[src/rtl/fpfa_pkg.sv]
// Shared types and constants for the fixed partition fit allocator.
// Item kinds, placement policy codes, config indexes, controller state and command/status bundles.
// No dependencies.
package fpfa_pkg;

    localparam int KIND_W   = 2;
    localparam int SLOT_W   = 4;
    localparam int AMOUNT_W = 16;
    localparam int NUMBER_W = 5;
    localparam int COUNT_W  = 16;
    localparam int FREE_W   = 20;
    localparam int CFG_IDX_W  = 1;
    localparam int CFG_DATA_W = 5;
    localparam int POLICY_W   = 2;
    localparam int IN_USE_W   = 5;

    localparam logic [COUNT_W-1:0] COUNT_MAX = '1;
    localparam logic [FREE_W-1:0]  FREE_MAX  = '1;
    localparam logic [IN_USE_W-1:0] IN_USE_RESET = 5'd16;

    localparam logic [KIND_W-1:0] KIND_LOAD  = 2'd0;
    localparam logic [KIND_W-1:0] KIND_PLACE = 2'd1;
    localparam logic [KIND_W-1:0] KIND_CLEAR = 2'd2;

    localparam logic [POLICY_W-1:0] POL_FIRST = 2'd0;
    localparam logic [POLICY_W-1:0] POL_BEST  = 2'd1;
    localparam logic [POLICY_W-1:0] POL_WORST = 2'd2;

    localparam logic [CFG_IDX_W-1:0] CFG_POLICY = 1'b0;
    localparam logic [CFG_IDX_W-1:0] CFG_IN_USE = 1'b1;

    typedef enum logic [1:0] {
        ST_IDLE,
        ST_APPLY,
        ST_SCAN,
        ST_FINISH
    } state_t;

    typedef struct packed {
        logic capture;
        logic apply;
        logic scan;
        logic finish;
    } cmd_t;

    typedef struct packed {
        logic scan_done;
        logic out_free;
    } status_t;

endpackage

[src/rtl/fpfa_ram.sv]
// Generic simple dual-port RAM: one write port, one read port with registered read data.
// No dependencies.
module fpfa_ram #(
    parameter int WIDTH = 16,
    parameter int DEPTH = 16
) (
    input  logic                     aclk,
    input  logic                     we,
    input  logic [$clog2(DEPTH)-1:0] waddr,
    input  logic [WIDTH-1:0]         wdata,
    input  logic [$clog2(DEPTH)-1:0] raddr,
    output logic [WIDTH-1:0]         rdata
);

    logic [WIDTH-1:0] mem [DEPTH];
    logic [WIDTH-1:0] rdata_reg;

    always_ff @(posedge aclk) begin
        if (we) begin
            mem[waddr] <= wdata;
        end
        rdata_reg <= mem[raddr];
    end

    assign rdata = rdata_reg;

endmodule

[src/rtl/fpfa_ctrl.sv]
// Controller for the fit allocator: accept, apply, scan and finish sequencing.
// Depends on fpfa_pkg.
module fpfa_ctrl
    import fpfa_pkg::*;
(
    input  logic    aclk,
    input  logic    aresetn,
    input  logic    s_valid,
    output logic    s_ready,
    input  status_t status,
    output cmd_t    cmd
);

    state_t state_reg;
    state_t state_next;

    always_comb begin
        state_next = state_reg;
        case (state_reg)
            ST_IDLE: begin
                if (s_valid) begin
                    state_next = ST_APPLY;
                end
            end
            ST_APPLY: begin
                state_next = ST_SCAN;
            end
            ST_SCAN: begin
                if (status.scan_done) begin
                    state_next = ST_FINISH;
                end
            end
            ST_FINISH: begin
                if (status.out_free) begin
                    state_next = ST_IDLE;
                end
            end
            default: begin
                state_next = ST_IDLE;
            end
        endcase
    end

    always_comb begin
        s_ready     = 1'b0;
        cmd         = '0;
        case (state_reg)
            ST_IDLE: begin
                s_ready     = 1'b1;
                cmd.capture = s_valid;
            end
            ST_APPLY: begin
                cmd.apply = 1'b1;
            end
            ST_SCAN: begin
                cmd.scan = 1'b1;
            end
            ST_FINISH: begin
                cmd.finish = status.out_free;
            end
            default: begin
                s_ready = 1'b0;
            end
        endcase
    end

    always_ff @(posedge aclk) begin
        if (!aresetn) begin
            state_reg <= ST_IDLE;
        end else begin
            state_reg <= state_next;
        end
    end

endmodule

[src/rtl/fpfa_dp.sv]
// Datapath for the fit allocator: partition table, config registers, counters,
// scan accumulators and result register. Depends on fpfa_pkg and fpfa_ram.
module fpfa_dp
    import fpfa_pkg::*;
#(
    parameter int MAX_PARTITIONS = 16,
    parameter int SIZE_BITS      = 16
) (
    input  logic                  aclk,
    input  logic                  aresetn,
    input  cmd_t                  cmd,
    output status_t               status,
    input  logic                  cfg_we,
    input  logic [CFG_IDX_W-1:0]  cfg_index,
    input  logic [CFG_DATA_W-1:0] cfg_data,
    input  logic [KIND_W-1:0]     s_kind,
    input  logic [SLOT_W-1:0]     s_slot,
    input  logic [AMOUNT_W-1:0]   s_amount,
    output logic                  m_valid,
    input  logic                  m_ready,
    output logic                  m_granted,
    output logic [NUMBER_W-1:0]   m_partition_number,
    output logic [COUNT_W-1:0]    m_request_number,
    output logic [COUNT_W-1:0]    m_unplaced_count,
    output logic [FREE_W-1:0]     m_free_total
);

    localparam int IDX_W  = $clog2(MAX_PARTITIONS);
    localparam int CNT_W  = $clog2(MAX_PARTITIONS + 1);
    localparam int ACC_W  = SIZE_BITS + IDX_W + 1;
    localparam int SUM_W  = (ACC_W > FREE_W + 1) ? ACC_W : FREE_W + 1;

    // captured item
    logic [KIND_W-1:0]    kind_reg;
    logic [SLOT_W-1:0]    slot_reg;
    logic [SIZE_BITS-1:0] need_reg;
    logic [47:0]          amount_ext;

    // configuration
    logic [POLICY_W-1:0] policy_reg, policy_next;
    logic [IN_USE_W-1:0] in_use_reg, in_use_next;
    logic [CNT_W-1:0]    active_cnt;

    // table state
    logic [MAX_PARTITIONS-1:0] vld_reg, vld_next;
    logic [MAX_PARTITIONS-1:0] taken_reg, taken_next;
    logic [COUNT_W-1:0]        req_cnt_reg, req_cnt_next;
    logic [COUNT_W-1:0]        unpl_cnt_reg, unpl_cnt_next;

    // scan
    logic [CNT_W-1:0]     issue_cnt_reg, issue_cnt_next;
    logic                 rd_vld_reg, rd_vld_next;
    logic [IDX_W-1:0]     rd_idx_reg, rd_idx_next;
    logic                 found_reg, found_next;
    logic [IDX_W-1:0]     pick_reg, pick_next;
    logic [SIZE_BITS-1:0] pick_size_reg, pick_size_next;
    logic [SUM_W-1:0]     sum_reg, sum_next;
    logic [SIZE_BITS-1:0] ram_q;
    logic [SIZE_BITS-1:0] elem_size;
    logic                 elem_taken;
    logic                 issue_en;

    // load
    logic [31:0]      slot_ext;
    logic [IDX_W-1:0] slot_idx;
    logic             slot_ok;
    logic             load_we;

    // result
    logic                is_place;
    logic                grant;
    logic [31:0]         pick_ext;
    logic [SUM_W-1:0]    free_after;
    logic [FREE_W-1:0]   free_sat;
    logic                m_valid_reg, m_valid_next;
    logic                granted_reg;
    logic [NUMBER_W-1:0] number_reg;
    logic [COUNT_W-1:0]  reqn_reg;
    logic [COUNT_W-1:0]  unpl_reg;
    logic [FREE_W-1:0]   free_reg;

    assign amount_ext = {32'd0, s_amount};
    assign slot_ext   = 32'(slot_reg);
    assign slot_idx   = slot_ext[IDX_W-1:0];
    assign slot_ok    = slot_ext < 32'(MAX_PARTITIONS);
    assign load_we    = cmd.apply && (kind_reg == KIND_LOAD) && slot_ok;
    assign is_place   = kind_reg == KIND_PLACE;

    assign active_cnt = (32'(in_use_reg) > 32'(MAX_PARTITIONS)) ?
                        CNT_W'(MAX_PARTITIONS) : CNT_W'(in_use_reg);

    assign issue_en = cmd.scan && (issue_cnt_reg < active_cnt);

    fpfa_ram #(
        .WIDTH (SIZE_BITS),
        .DEPTH (MAX_PARTITIONS)
    ) u_size_ram (
        .aclk  (aclk),
        .we    (load_we),
        .waddr (slot_idx),
        .wdata (need_reg),
        .raddr (issue_cnt_reg[IDX_W-1:0]),
        .rdata (ram_q)
    );

    assign elem_size  = vld_reg[rd_idx_reg] ? ram_q : '0;
    assign elem_taken = taken_reg[rd_idx_reg];

    // configuration writes
    always_comb begin
        policy_next = policy_reg;
        in_use_next = in_use_reg;
        if (cfg_we) begin
            case (cfg_index)
                CFG_POLICY: policy_next = cfg_data[POLICY_W-1:0];
                CFG_IN_USE: in_use_next = cfg_data[IN_USE_W-1:0];
                default:    policy_next = policy_reg;
            endcase
        end
    end

    // scan of one table entry per cycle, with read data arriving in the cycle after its address
    always_comb begin
        issue_cnt_next = issue_cnt_reg;
        rd_vld_next    = issue_en;
        rd_idx_next    = issue_cnt_reg[IDX_W-1:0];
        found_next     = found_reg;
        pick_next      = pick_reg;
        pick_size_next = pick_size_reg;
        sum_next       = sum_reg;
        if (cmd.apply) begin
            issue_cnt_next = '0;
            found_next     = 1'b0;
            sum_next       = '0;
        end else if (issue_en) begin
            issue_cnt_next = issue_cnt_reg + CNT_W'(1);
        end
        if (rd_vld_reg && !elem_taken) begin
            sum_next = sum_reg + SUM_W'(elem_size);
            if (elem_size >= need_reg) begin
                if (!found_reg ||
                    (policy_reg == POL_BEST && elem_size < pick_size_reg) ||
                    (policy_reg == POL_WORST && elem_size > pick_size_reg)) begin
                    found_next     = 1'b1;
                    pick_next      = rd_idx_reg;
                    pick_size_next = elem_size;
                end
            end
        end
    end

    assign status.scan_done = issue_cnt_reg == active_cnt;
    assign status.out_free  = !m_valid_reg || m_ready;

    assign grant      = is_place && found_reg;
    assign pick_ext   = 32'(pick_reg) + 32'd1;
    assign free_after = sum_reg - (grant ? SUM_W'(pick_size_reg) : SUM_W'(0));
    assign free_sat   = (free_after > SUM_W'(FREE_MAX)) ? FREE_MAX : free_after[FREE_W-1:0];

    // table and counter updates
    always_comb begin
        vld_next      = vld_reg;
        taken_next    = taken_reg;
        req_cnt_next  = req_cnt_reg;
        unpl_cnt_next = unpl_cnt_reg;
        if (cmd.apply) begin
            case (kind_reg)
                KIND_LOAD: begin
                    if (slot_ok) begin
                        vld_next[slot_idx]   = 1'b1;
                        taken_next[slot_idx] = 1'b0;
                    end
                end
                KIND_PLACE: begin
                    if (req_cnt_reg != COUNT_MAX) begin
                        req_cnt_next = req_cnt_reg + COUNT_W'(1);
                    end
                end
                KIND_CLEAR: begin
                    taken_next    = '0;
                    req_cnt_next  = '0;
                    unpl_cnt_next = '0;
                end
                default: begin
                    vld_next = vld_reg;
                end
            endcase
        end
        if (cmd.finish && is_place) begin
            if (found_reg) begin
                taken_next[pick_reg] = 1'b1;
            end else if (unpl_cnt_reg != COUNT_MAX) begin
                unpl_cnt_next = unpl_cnt_reg + COUNT_W'(1);
            end
        end
    end

    always_comb begin
        m_valid_next = m_valid_reg;
        if (cmd.finish) begin
            m_valid_next = 1'b1;
        end else if (m_ready) begin
            m_valid_next = 1'b0;
        end
    end

    always_ff @(posedge aclk) begin
        if (!aresetn) begin
            policy_reg    <= POL_FIRST;
            in_use_reg    <= IN_USE_RESET;
            vld_reg       <= '0;
            taken_reg     <= '0;
            req_cnt_reg   <= '0;
            unpl_cnt_reg  <= '0;
            issue_cnt_reg <= '0;
            rd_vld_reg    <= 1'b0;
            found_reg     <= 1'b0;
            m_valid_reg   <= 1'b0;
        end else begin
            policy_reg    <= policy_next;
            in_use_reg    <= in_use_next;
            vld_reg       <= vld_next;
            taken_reg     <= taken_next;
            req_cnt_reg   <= req_cnt_next;
            unpl_cnt_reg  <= unpl_cnt_next;
            issue_cnt_reg <= issue_cnt_next;
            rd_vld_reg    <= rd_vld_next;
            found_reg     <= found_next;
            m_valid_reg   <= m_valid_next;
        end
    end

    always_ff @(posedge aclk) begin
        if (cmd.capture) begin
            kind_reg <= s_kind;
            slot_reg <= s_slot;
            need_reg <= amount_ext[SIZE_BITS-1:0];
        end
        rd_idx_reg    <= rd_idx_next;
        pick_reg      <= pick_next;
        pick_size_reg <= pick_size_next;
        sum_reg       <= sum_next;
        if (cmd.finish) begin
            granted_reg <= grant;
            number_reg  <= grant ? pick_ext[NUMBER_W-1:0] : '0;
            reqn_reg    <= req_cnt_reg;
            unpl_reg    <= unpl_cnt_next;
            free_reg    <= free_sat;
        end
    end

    assign m_valid            = m_valid_reg;
    assign m_granted          = granted_reg;
    assign m_partition_number = number_reg;
    assign m_request_number   = reqn_reg;
    assign m_unplaced_count   = unpl_reg;
    assign m_free_total       = free_reg;

endmodule

[src/rtl/fixed_partition_fit_allocator_unit.sv]
// Top level of the fixed partition fit allocator (first, best and worst fit).
// Depends on fpfa_pkg, fpfa_ctrl and fpfa_dp (which holds fpfa_ram).
//
// Usage:
//   Input channel s_*: one item per transfer; s_kind selects load partition size,
//   place request or clear all allocations. Result channel m_*: exactly one
//   result transfer per input item, in order.
//   Config port cfg_*: index 0 sets the placement policy, index 1 the number of
//   partitions in use. Write only while no item is in flight.
// Timing:
//   One item at a time. Each item passes through the apply, scan and finish
//   steps before the next input transfer is possible. The cost is the
//   sequential scan of the size RAM over the clamped partitions-in-use count,
//   one entry per cycle, plus the registered RAM read. The result is
//   registered by the finish step that follows the scan.
// Reset:
//   aresetn clears all taken marks, size valid bits and counters and loads
//   the config defaults (first fit, 16 partitions); sizes read as zero until loaded.
// Stalls:
//   A held result sits in the output register while the next item is accepted
//   and scanned; that item then waits to finish until the result is taken.
module fixed_partition_fit_allocator_unit
    import fpfa_pkg::*;
#(
    parameter int MAX_PARTITIONS = 16,
    parameter int SIZE_BITS      = 16
) (
    input  logic                  aclk,
    input  logic                  aresetn,
    input  logic                  cfg_we,
    input  logic [CFG_IDX_W-1:0]  cfg_index,
    input  logic [CFG_DATA_W-1:0] cfg_data,
    input  logic                  s_valid,
    output logic                  s_ready,
    input  logic [KIND_W-1:0]     s_kind,
    input  logic [SLOT_W-1:0]     s_slot,
    input  logic [AMOUNT_W-1:0]   s_amount,
    output logic                  m_valid,
    input  logic                  m_ready,
    output logic                  m_granted,
    output logic [NUMBER_W-1:0]   m_partition_number,
    output logic [COUNT_W-1:0]    m_request_number,
    output logic [COUNT_W-1:0]    m_unplaced_count,
    output logic [FREE_W-1:0]     m_free_total
);

    cmd_t    cmd;
    status_t status;

    fpfa_ctrl u_ctrl (
        .aclk    (aclk),
        .aresetn (aresetn),
        .s_valid (s_valid),
        .s_ready (s_ready),
        .status  (status),
        .cmd     (cmd)
    );

    fpfa_dp #(
        .MAX_PARTITIONS (MAX_PARTITIONS),
        .SIZE_BITS      (SIZE_BITS)
    ) u_dp (
        .aclk               (aclk),
        .aresetn            (aresetn),
        .cmd                (cmd),
        .status             (status),
        .cfg_we             (cfg_we),
        .cfg_index          (cfg_index),
        .cfg_data           (cfg_data),
        .s_kind             (s_kind),
        .s_slot             (s_slot),
        .s_amount           (s_amount),
        .m_valid            (m_valid),
        .m_ready            (m_ready),
        .m_granted          (m_granted),
        .m_partition_number (m_partition_number),
        .m_request_number   (m_request_number),
        .m_unplaced_count   (m_unplaced_count),
        .m_free_total       (m_free_total)
    );

    // an accepted item moves straight into the apply step
    a_accept_apply: assert property (@(posedge aclk) disable iff (!aresetn)
        s_valid && s_ready |=> cmd.apply)
        else $error("accepted item did not enter apply step");

    // finishing never overwrites a result that is still stalled
    a_no_overrun: assert property (@(posedge aclk) disable iff (!aresetn)
        cmd.finish |-> !(m_valid && !m_ready))
        else $error("result register overwritten while stalled");

    // a new result only appears after a finish step
    a_valid_source: assert property (@(posedge aclk) disable iff (!aresetn)
        $rose(m_valid) |-> $past(cmd.finish))
        else $error("result valid without finish");

    // no partition number without a grant
    a_number_grant: assert property (@(posedge aclk) disable iff (!aresetn)
        m_valid && !m_granted |-> m_partition_number == '0)
        else $error("partition number reported without grant");

endmodule
[config.mk]
export PLATFORM = sky130hd
export DESIGN_NAME = fixed_partition_fit_allocator_unit
export DESIGN_NICKNAME = d
export VERILOG_FILES = /design/src/rtl/fpfa_pkg.sv /design/src/rtl/fpfa_ram.sv /design/src/rtl/fpfa_ctrl.sv /design/src/rtl/fpfa_dp.sv /design/src/rtl/fixed_partition_fit_allocator_unit.sv
export SDC_FILE = /design/constraint.sdc
export NUM_CORES = 1
export LEC_CHECK = 0
export BUFFER_PORTS_ARGS = -buffer_cell sky130_fd_sc_hd__buf_2
export CAP_MARGIN = 40
export CORE_MARGIN = 2
export CORE_UTILIZATION = 65
export DETAILED_ROUTE_END_ITERATION = 8
export GPL_TIMING_DRIVEN = 0
export PLACE_DENSITY = 0.82
export SLEW_MARGIN = 0
export SYNTH_ARGS = -nofsm -noshare
export SYNTH_HDL_FRONTEND = slang
export SYNTH_HIERARCHICAL = 1
export SYNTH_SLANG_ARGS = --single-unit
export TNS_END_PERCENT = 30
[constraint.sdc]
create_clock -name aclk -period 8.1 [get_ports aclk]
set_clock_uncertainty 0.05 [all_clocks]
set_input_delay 2.43 -clock aclk [delete_from_list [all_inputs] [get_ports aclk]]
set_output_delay 2.43 -clock aclk [all_outputs]
set_load 0.01 [all_outputs]
### Word level (Yosys, flattened, before mapping)

Memories as Yosys holds them, arrays and structs flattened. A register that Yosys moved wholly into a read port is not among the register bits.
Cells that the tools add are included.

* reductions and logical operators: 28
* bitwise operators: 6
* magnitude comparators: 12
* add/subtract/negate cells: 6
* equal/unequal tests: 14
* multiplexer cells: 42

Operators by type and width (count)
* $mux 16: 12
* $pmux 16 s2: 2
* $mux 21: 2
* $add 16x1->16 const B: 2
* $ne 16x16->1 const B: 2
* $or 16x16->16: 2
* $add 21x16->21: 1
* $gt 21x20->1 const B: 1
* $sub 21x21->21: 1
* $lt 4x5->1 const B: 4
* $mux 1: 17
* $and 16x16->16: 1
* $ge 16x16->1: 1
* $gt 16x16->1: 1
* $lt 16x16->1: 1
* $not 16->16: 1
* $reduce_and 3->1: 4
* $logic_and 1x1->1: 10
* $bmux 1 s4: 2
* $demux 1 s4: 2
* $eq 2x2->1 const B: 4
* $ge 4x1->1 const B: 2
* $pmux 2 s4: 1
* $eq 2x1->1 const B: 3
* 16 further kinds: 29

* memory bits (writable): 256
* word-level logic and storage cells: 132
* output and inout port bits: 60
* bits in registers: 206
* memories: 1

Memories
* u_dp.u_size_ram.mem: depth 16, width 16, rd ports 1, clocked after memory_dff 1, wr ports 1, RTL line fpfa_ram.sv:15 `logic [WIDTH-1:0] mem [DEPTH];`

### Longest topological paths before layout

Gate-level depths: netlist (run 1).

* depth in word-level cells: 12
* mapped depth: 16

### Modules after synthesis

The synthesis (run 1) kept the hierarchy.

By module, submodules not included
* fpfa_dp: instances 1, seq. area each 5295.1 µm², area an instance 10416.2 µm², cells each 1014
* fpfa_ram: instances 1, seq. area each 8007.7 µm², area an instance 10042.1 µm², cells each 432
* fpfa_ctrl: instances 1, seq. area each 40.0 µm², area an instance 168.9 µm², cells each 20

### Worst setup path before layout (run 1)

No wires, ideal clock.

* kind: in2reg
* start: input m_ready
* end: register u_dp.unpl_reg[11] (netlist: u_dp/m_unplaced_count[11]) (data pin)
* setup slack: 3027 ps
* arrival: 4757 ps
* required time: 7784 ps
* buffers on the path: 0
* cell stages on the path: 9
* cell sequence: nand2b_1 -> and2_2 -> inv_1 -> nor3_1 -> nand4_1 -> a211oi_1 -> nand4_1 -> xor2_1 -> nor2_1

RTL lines
* start, declared: RTL line fixed_partition_fit_allocator_unit.sv:39 `input logic m_ready,`
* end signal, assigned: RTL line fpfa_dp.sv:247 `unpl_reg <= unpl_cnt_next;`
* end, declared: RTL line fpfa_dp.sv:79 `logic [COUNT_W-1:0] unpl_reg;`

### Worst setup path after layout (run 1)

* start: register u_dp.rd_idx_reg[0]
* end: register u_dp.pick_size_reg[11], enable pin

* cells in the longest elaborated chain, start to end: 8

RTL lines
* start, declared: RTL line fpfa_dp.sv:53 `logic [IDX_W-1:0] rd_idx_reg, rd_idx_next;`
* start signal, assigned: RTL line fpfa_dp.sv:239 `rd_idx_reg <= rd_idx_next;`
* $bmux 1 s4 (*): RTL line fpfa_dp.sv:106 `assign elem_size = vld_reg[rd_idx_reg] ? ram_q : '0;`
* $mux 1 (not written as such) (*): RTL line fpfa_dp.sv:106
* $mux 16 (*): RTL line fpfa_dp.sv:106
* net u_dp.elem_size[15]: RTL line fpfa_dp.sv:59 `logic [SIZE_BITS-1:0] elem_size;`
* $lt 16x16->1: RTL line fpfa_dp.sv:142 `(policy_reg == POL_BEST && elem_size < pick_size_reg) ||`
* $logic_and 1x1->1: RTL line fpfa_dp.sv:142
* $logic_or 1x1->1: RTL line fpfa_dp.sv:141 `if (!found_reg ||`
* $logic_or 1x1->1: RTL line fpfa_dp.sv:142
* $reduce_and 3->1 (no line) (*)
* end signal, assigned: RTL line fpfa_dp.sv:241 `pick_size_reg <= pick_size_next;`
* end, declared: RTL line fpfa_dp.sv:56 `logic [SIZE_BITS-1:0] pick_size_reg, pick_size_next;`

The timed path passes the listed nets; every way through them passes the cells marked *. The select of a mux whose other input is x is not followed.
A chain may end at the register's enable or synchronous reset.

==> results of run 1 <==
## stage by stage
step,hold WS (ns),cells,setup slack [ns],power (mW),instance area (sq um)
after floorplan,0.341,1466,3.03,3.86,20600
after global placement,0.391,1960,2.26,4.15,21600
after detailed placement,0.396,1981,2.92,4.22,21900
after CTS,0.422,2071,3.10,6.59,23700
after global routing,0.439,2071,2.91,6.81,23700
final,0.426,2071,3.13,6.56,23700
## cells by family after synthesis
logic type,synth area share
AOI/OAI and AO/OA,0.0744
DFF,0.647
adders and majority gates,0.0511
xor gates and xnor gates,0.0220
muxes,0.0879
buffers and inverters,0.0230
and+or+nand+nor,0.0947
## worst max-delay path, delay by kind of cell, from the launching register on
family                   cells  cell delay (ns)
adder cells (fa/ha/maj)      1             0.34
buffers and inverters        3             0.81
AND/OR/NAND/NOR              3             0.99
flip-flops                   1             0.43
AO/OA/AOI/OAI                3             0.73
multiplexers                 3             1.32
## final timing paths
kind	endpoint	slack (ns)	depth (start not counted)
worst max-delay path	u_dp/pick_size_reg[11]	3.13	13
worst min register to register	u_dp/in_use_reg[2]	0.43	2
worst min-delay path	u_dp/in_use_reg[2]	0.43	2
worst max register to register	u_dp/pick_size_reg[11]	3.13	13
## report_power, final
group          switching [mW]  total [mW]  internal [mW]  leakage (nW)
Sequential              0.177        3.09           2.92          4.23
Clock                   0.945        2.37           1.42         0.842
Combinational           0.650        1.10          0.449          3.44
## metal layers
metal	track usage	up-vias	part of all wire
li1	-	5903	-
met1	0.375	6493	0.40
met2	0.497	622	0.51
met3	0.0373	115	0.067
met4	0.0861	0	0.028
met5	0	-	0
## area by class of cell
class	instances	area share
flip-flops and latches	478	0.564
inverters	62	0.00984
clock inverters	30	0.0157
well taps	402	0.0213
plain buffers	47	0.0103
clock buffers	60	0.0575
multi-input cells	879	0.290
repair buffers	113	0.0314
## layout by cell type (no fill, tap or decap), drive strengths merged, types with 38 or more instances in the layout
master	synthesis	final
edfxtp	377	377
buf	22	135
nand2	135	135
a21oi	81	81
inv	60	60
mux4	73	73
dfxtp	101	101
clkbuf	25	85
o21ai	38	38
ha	81	81
nor2	117	117
## cell usage after synthesis (5+ instances only)
library cell / instances
nor2b_1: 16
buf_2: 7
or3_1: 11
nand3b_1: 5
a21oi_1: 81
nand2b_1: 13
a31oi_1: 9
clkbuf_1: 24
nor2_1: 117
edfxtp_1: 377
and3_1: 6
xor2_1: 30
xnor2_1: 20
o21bai_1: 5
inv_1: 59
mux4_1: 10
nand2_1: 135
o21ai_1: 7
nor3_1: 18
buf_6: 6
mux2i_1: 12
ha_1: 81
buf_1: 6
dfxtp_1: 101
nand4_1: 19
and2_1: 26
nand3_1: 32
o21a_1: 5
o211ai_1: 19
a22oi_1: 33
a21o_1: 12
o21ai_0: 31
a211oi_1: 12
mux4_2: 63
==> results_dict.tcl, run 1 <==
set metrics [dict create \
    status "finished, final reports clean" \
    dr.pass1.iters 5 \
    largest_reg_flops 256 \
    cts_buffers 48 \
    powerDensity_nw_per_um2 277 \
    rsz0062_at_grt "no" \
    required_ns 8.31 \
    cp_cell_sequence "buf_2 -> mux4_2 -> mux4_2 -> clkbuf_1 -> and2_1 -> ha_1 -> nand4_1 -> nor4_1 -> a22oi_1 -> o211ai_1 -> mux2i_1 -> a21oi_2 -> buf_8" \
    hold_class "reg2reg" \
    hold_viol 0 \
    utilization 0.754 \
    rows 65 \
    setup_viol 0 \
    synth_top_area_cell "edfxtp_1" \
    p_leak_nw 8.51 \
    worstHoldStart "u_dp/in_use_reg[2]" \
    avgViaCountPerCell 6.34 \
    synth_seq_cells 478 \
    hold_buffers 0 \
    diodes 0 \
    synthArstFlopShare 0 \
    synth_top_area_frac 0.549 \
    synth.distinct_cells 71 \
    area_growth_pct 14.7 \
    ir_drop_v 0.000225 \
    slew_violations 0 \
    hpwl_mm 30.5 \
    root_buffer "clkbuf_16" \
    h-tree-depth 2 \
    die_h_um 182 \
    drt_iter0_markers 1212 \
    overflow 0 \
    cts_setup_buffers 0 \
    synthTopCellsByArea "edfxtp_1, dfxtp_1, mux4_2, ha_1, nand2_1" \
    cp_slowest_cell "mux4_2" \
    path_clk_slew_ns 0.06 \
    max-cap-violations 0 \
    synth_edf_count 377 \
    gp_congestion 0.892 \
    via_count 13133 \
    fp.dieW_um 182 \
    clockBufferDepth 3 \
    cts_resized 0 \
    yosys_warnings 6 \
    ys_seq_area_frac 0.647 \
    multi_input_area_sq_um 6860 \
    drcViolationCount 0 \
    wl_per_cell_um 22.4 \
    crit_type "reg2reg" \
    syn-mean-instance-area_sq_um 14.1 \
    relSlewSlack 0.384 \
    min_period_ns 4.97 \
    grt_pass1_wl_mm 72.6 \
    synth_area_sq_um 20600 \
    syn_inst 1466 \
    wl_mm 46.4 \
    cts.sinks 478 \
    fmax_ghz 0.201 \
    antenna_found_initial 0 \
    critPathCaptureType "flip-flop" \
    tightest_slew_ns 0.919 \
    min_period_over_period 0.614 \
    r2r-start "u_dp/rd_idx_reg[0]" \
    final_nets 1745 \
    fin_setup_tns_ns 0 \
    critPathLaunchType "flip-flop" \
    grt.total_usage 0.284 \
    worstPathArrival_ns 5.19 \
    initial_core_util 0.657 \
    crit_path_start "u_dp/rd_idx_reg[0]" \
    syn_nets 1582 \
    drtAntennaViolNets 0 \
    die_area_sq_um 33200 \
    core_sq_um 31400 \
    drive_gt1_frac 0.177 \
    cts_tree "done" \
    nFillCells 1857 \
    synth_flop_cell "edfxtp_1" \
    ioPinCount 93 \
    grt_max_degree 45 \
    worst_path_most_repeated_cell "mux4_2" \
    cpPeakStageDelay_ns 0.60 \
    grt_pass1_vias 13094 \
    register_area_sq_um 13300 \
    worstPathMaxFanout 14 \
    clock_latency_ns 0.57 \
    io_buffer_count 92 \
]
(Power assumes the default switching activity.)
==> run 2, diff against run 1 <==
- CORE_UTILIZATION: 65 -> 61
- PLACE_DENSITY: 0.82 -> 0.77
- clock period: 8.1 -> 5.1 ns (I/O delays scaled with it)
==> run 2 against run 1 <==
Net effect:
- clock power is 41% higher
- sequential share of layout area up 0.36 points
- critical path type unchanged
- fmax is 2.5% higher
- utilization down 5.1 points
- critical endpoint is now u_dp/pick_size_reg[12]
- clock-buffer cell count is 5 lower
==> results_dict.tcl, run 2 (synthesis results as in run 1) <==
set metrics [dict create \
    status "finished, final reports clean" \
    grtUsageMet1 0.330 \
    hpwl_mm 29.3 \
    root_buffer "clkbuf_16" \
    cp_cell_sequence "buf_2 -> mux4_2 -> mux4_2 -> clkbuf_1 -> and2_1 -> ha_1 -> nand4_1 -> nor4_1 -> a22oi_1 -> o211ai_1 -> mux2i_1 -> a21oi_2 -> buf_8" \
    avgViaCountPerCell 5.97 \
    overflow 0 \
    cp_slowest_cell "mux4_2" \
    fmax_ghz 0.206 \
    cts.sinks 478 \
    final_nets 1744 \
    place_ws_ns 0.188 \
    final.setup.worst_slack_ns 0.248 \
    wl_per_cell_um 20.1 \
    mostFrequentLayoutCells "edfxtp_1, nand2_1, nor2_1, dfxtp_1, buf_2" \
    clock_latency_ns 0.57 \
    drcViolationCount 0 \
    hold_depth 0 \
    via_count 12630 \
    path_clk_slew_ns 0.06 \
    dr.pass1.iters 5 \
    cts_tree "done" \
    grt_pass1_vias 12383 \
    io_buffer_count 92 \
    path_buf_inv 3 \
    worst_path_most_repeated_cell "mux4_2" \
    initial_core_util 0.617 \
    drt_iter0_markers 1105 \
    antenna_found_initial 0 \
    r2r-end "u_dp/pick_size_reg[12]" \
    r2r-start "u_dp/rd_idx_reg[0]" \
    cts_buffers 46 \
    worstHoldStart "u_dp/rd_idx_reg[0]" \
    ir_drop_v 0.000405 \
    grt.busiest_layer "met2" \
    critPathLaunchType "flip-flop" \
    hold_class "reg2reg" \
    worstPathMaxFanout 14 \
    powerDensity_nw_per_um2 424 \
    largest_reg_flops 256 \
    grt_use_met2 0.414 \
    gp_congestion 0.893 \
    rsz0062_at_grt "no" \
    nFillCells 2197 \
    cts_resized 0 \
    p_leak_nw 8.42 \
    drtAntennaViolNets 0 \
    final_common_cell "edfxtp_1" \
    path_delay_family "multiplexers" \
    rows 67 \
    slew_violations 0 \
    holdPathEnd "u_dp/pick_reg[0]" \
    reg2regPathDepth 13 \
    h-tree-depth 2 \
    critPathCaptureType "flip-flop" \
    register_area_sq_um 13300 \
    worstPathArrival_ns 5.07 \
    rrSetupSlack_ns 0.25 \
    required_ns 5.32 \
    max-cap-violations 0 \
    grt_max_degree 45 \
    clockBufferDepth 3 \
    die_area_sq_um 35300 \
    hold_viol 0 \
    grt.total_usage 0.243 \
    met3_usage 0.0341 \
    grt_pass1_wl_mm 66.6 \
    cpPeakStageDelay_ns 0.59 \
    die_h_um 188 \
    hold_buffers 0 \
    fp.dieW_um 188 \
    crit_type "reg2reg" \
    area_growth_pct 14.0 \
    drive_gt1_frac 0.176 \
    multi_input_area_sq_um 6860 \
    setup_viol 0 \
    relSlewSlack 0.443 \
    core_sq_um 33400 \
    ioPinCount 93 \
    diodes 0 \
    wl_mm 42.6 \
    min_period_ns 4.85 \
    min_period_over_period 0.951 \
    fin_setup_tns_ns 0 \
    tightest_slew_ns 0.836 \
    cts_setup_buffers 0 \
]
## run 2: cell count changes in the layout (fill, tap and decap cells not counted)
cell	delta
clkbuf_1	+1
clkinv_1	-2
buf_4	+1
clkinv_2	+6
clkinvlp_4	-2
bufinv_16	-3
clkinvlp_2	+1
clkinv_4	+1
clkbuf_16	-6
## run 2: cell type report
cell class / instances / share of cell area
clock buffers: 55 / 0.0517
well taps: 448 / 0.0238
multi-input cells: 879 / 0.292
flip-flops and latches: 478 / 0.568
plain buffers: 47 / 0.0103
clock inverters: 31 / 0.0128
inverters: 62 / 0.00990
repair buffers: 114 / 0.0319
## run 2: routing by layer
| layer | part of all wire | vias up |
|---|---|---|
| met2 | 0.49 | 480 |
| met3 | 0.059 | 76 |
| met4 | 0.026 | 0 |
| met5 | 0 | - |
| li1 | - | 5893 |
| met1 | 0.42 | 6181 |
## run 2: how the worst max path moves through the flow
stage                       start                endpoint  cells after the start
6_report       u_dp/rd_idx_reg[0]  u_dp/pick_size_reg[12]                     13
5_1_grt        u_dp/rd_idx_reg[0]  u_dp/pick_size_reg[12]                     13
4_1_cts        u_dp/rd_idx_reg[0]  u_dp/pick_size_reg[12]                     13
3_5_place_dp   u_dp/rd_idx_reg[0]   u_dp/pick_size_reg[8]                     13
3_3_place_gp   u_dp/rd_idx_reg[0]   u_dp/pick_size_reg[8]                     12
2_1_floorplan  u_dp/rd_idx_reg[0]        u_dp/pick_reg[0]                     12
## run 2: power by group
group	internal (mW)	switching (mW)	total [mW]
Combinational	0.712	1.01	1.73
Clock	1.92	1.43	3.35
Sequential	4.63	0.266	4.90
## run 2: worst reg2reg max path, stage by stage, from the launching register on
cell and delay [ns]:
dfxtp_1 0.34, buf_2 0.29, mux4_2 0.56, mux4_2 0.59, clkbuf_1 0.25, and2_1 0.30, ha_1 0.33, nand4_1 0.15
nor4_1 0.55, a22oi_1 0.13, o211ai_1 0.18, mux2i_1 0.17, a21oi_2 0.44, buf_8 0.23
## run 2: metrics by stage
stage	util	instances	cell area [sq um]	hold WS [ns]	total power [mW]
floorplan	-	1466	20600	0.341	6.14
global placement	0.647	2006	21600	0.394	6.59
detailed placement	0.658	2028	22000	0.399	6.69
CTS	0.703	2114	23500	0.405	10.0
global route	0.703	2114	23500	0.430	10.4
finish	0.703	2114	23500	0.398	9.97
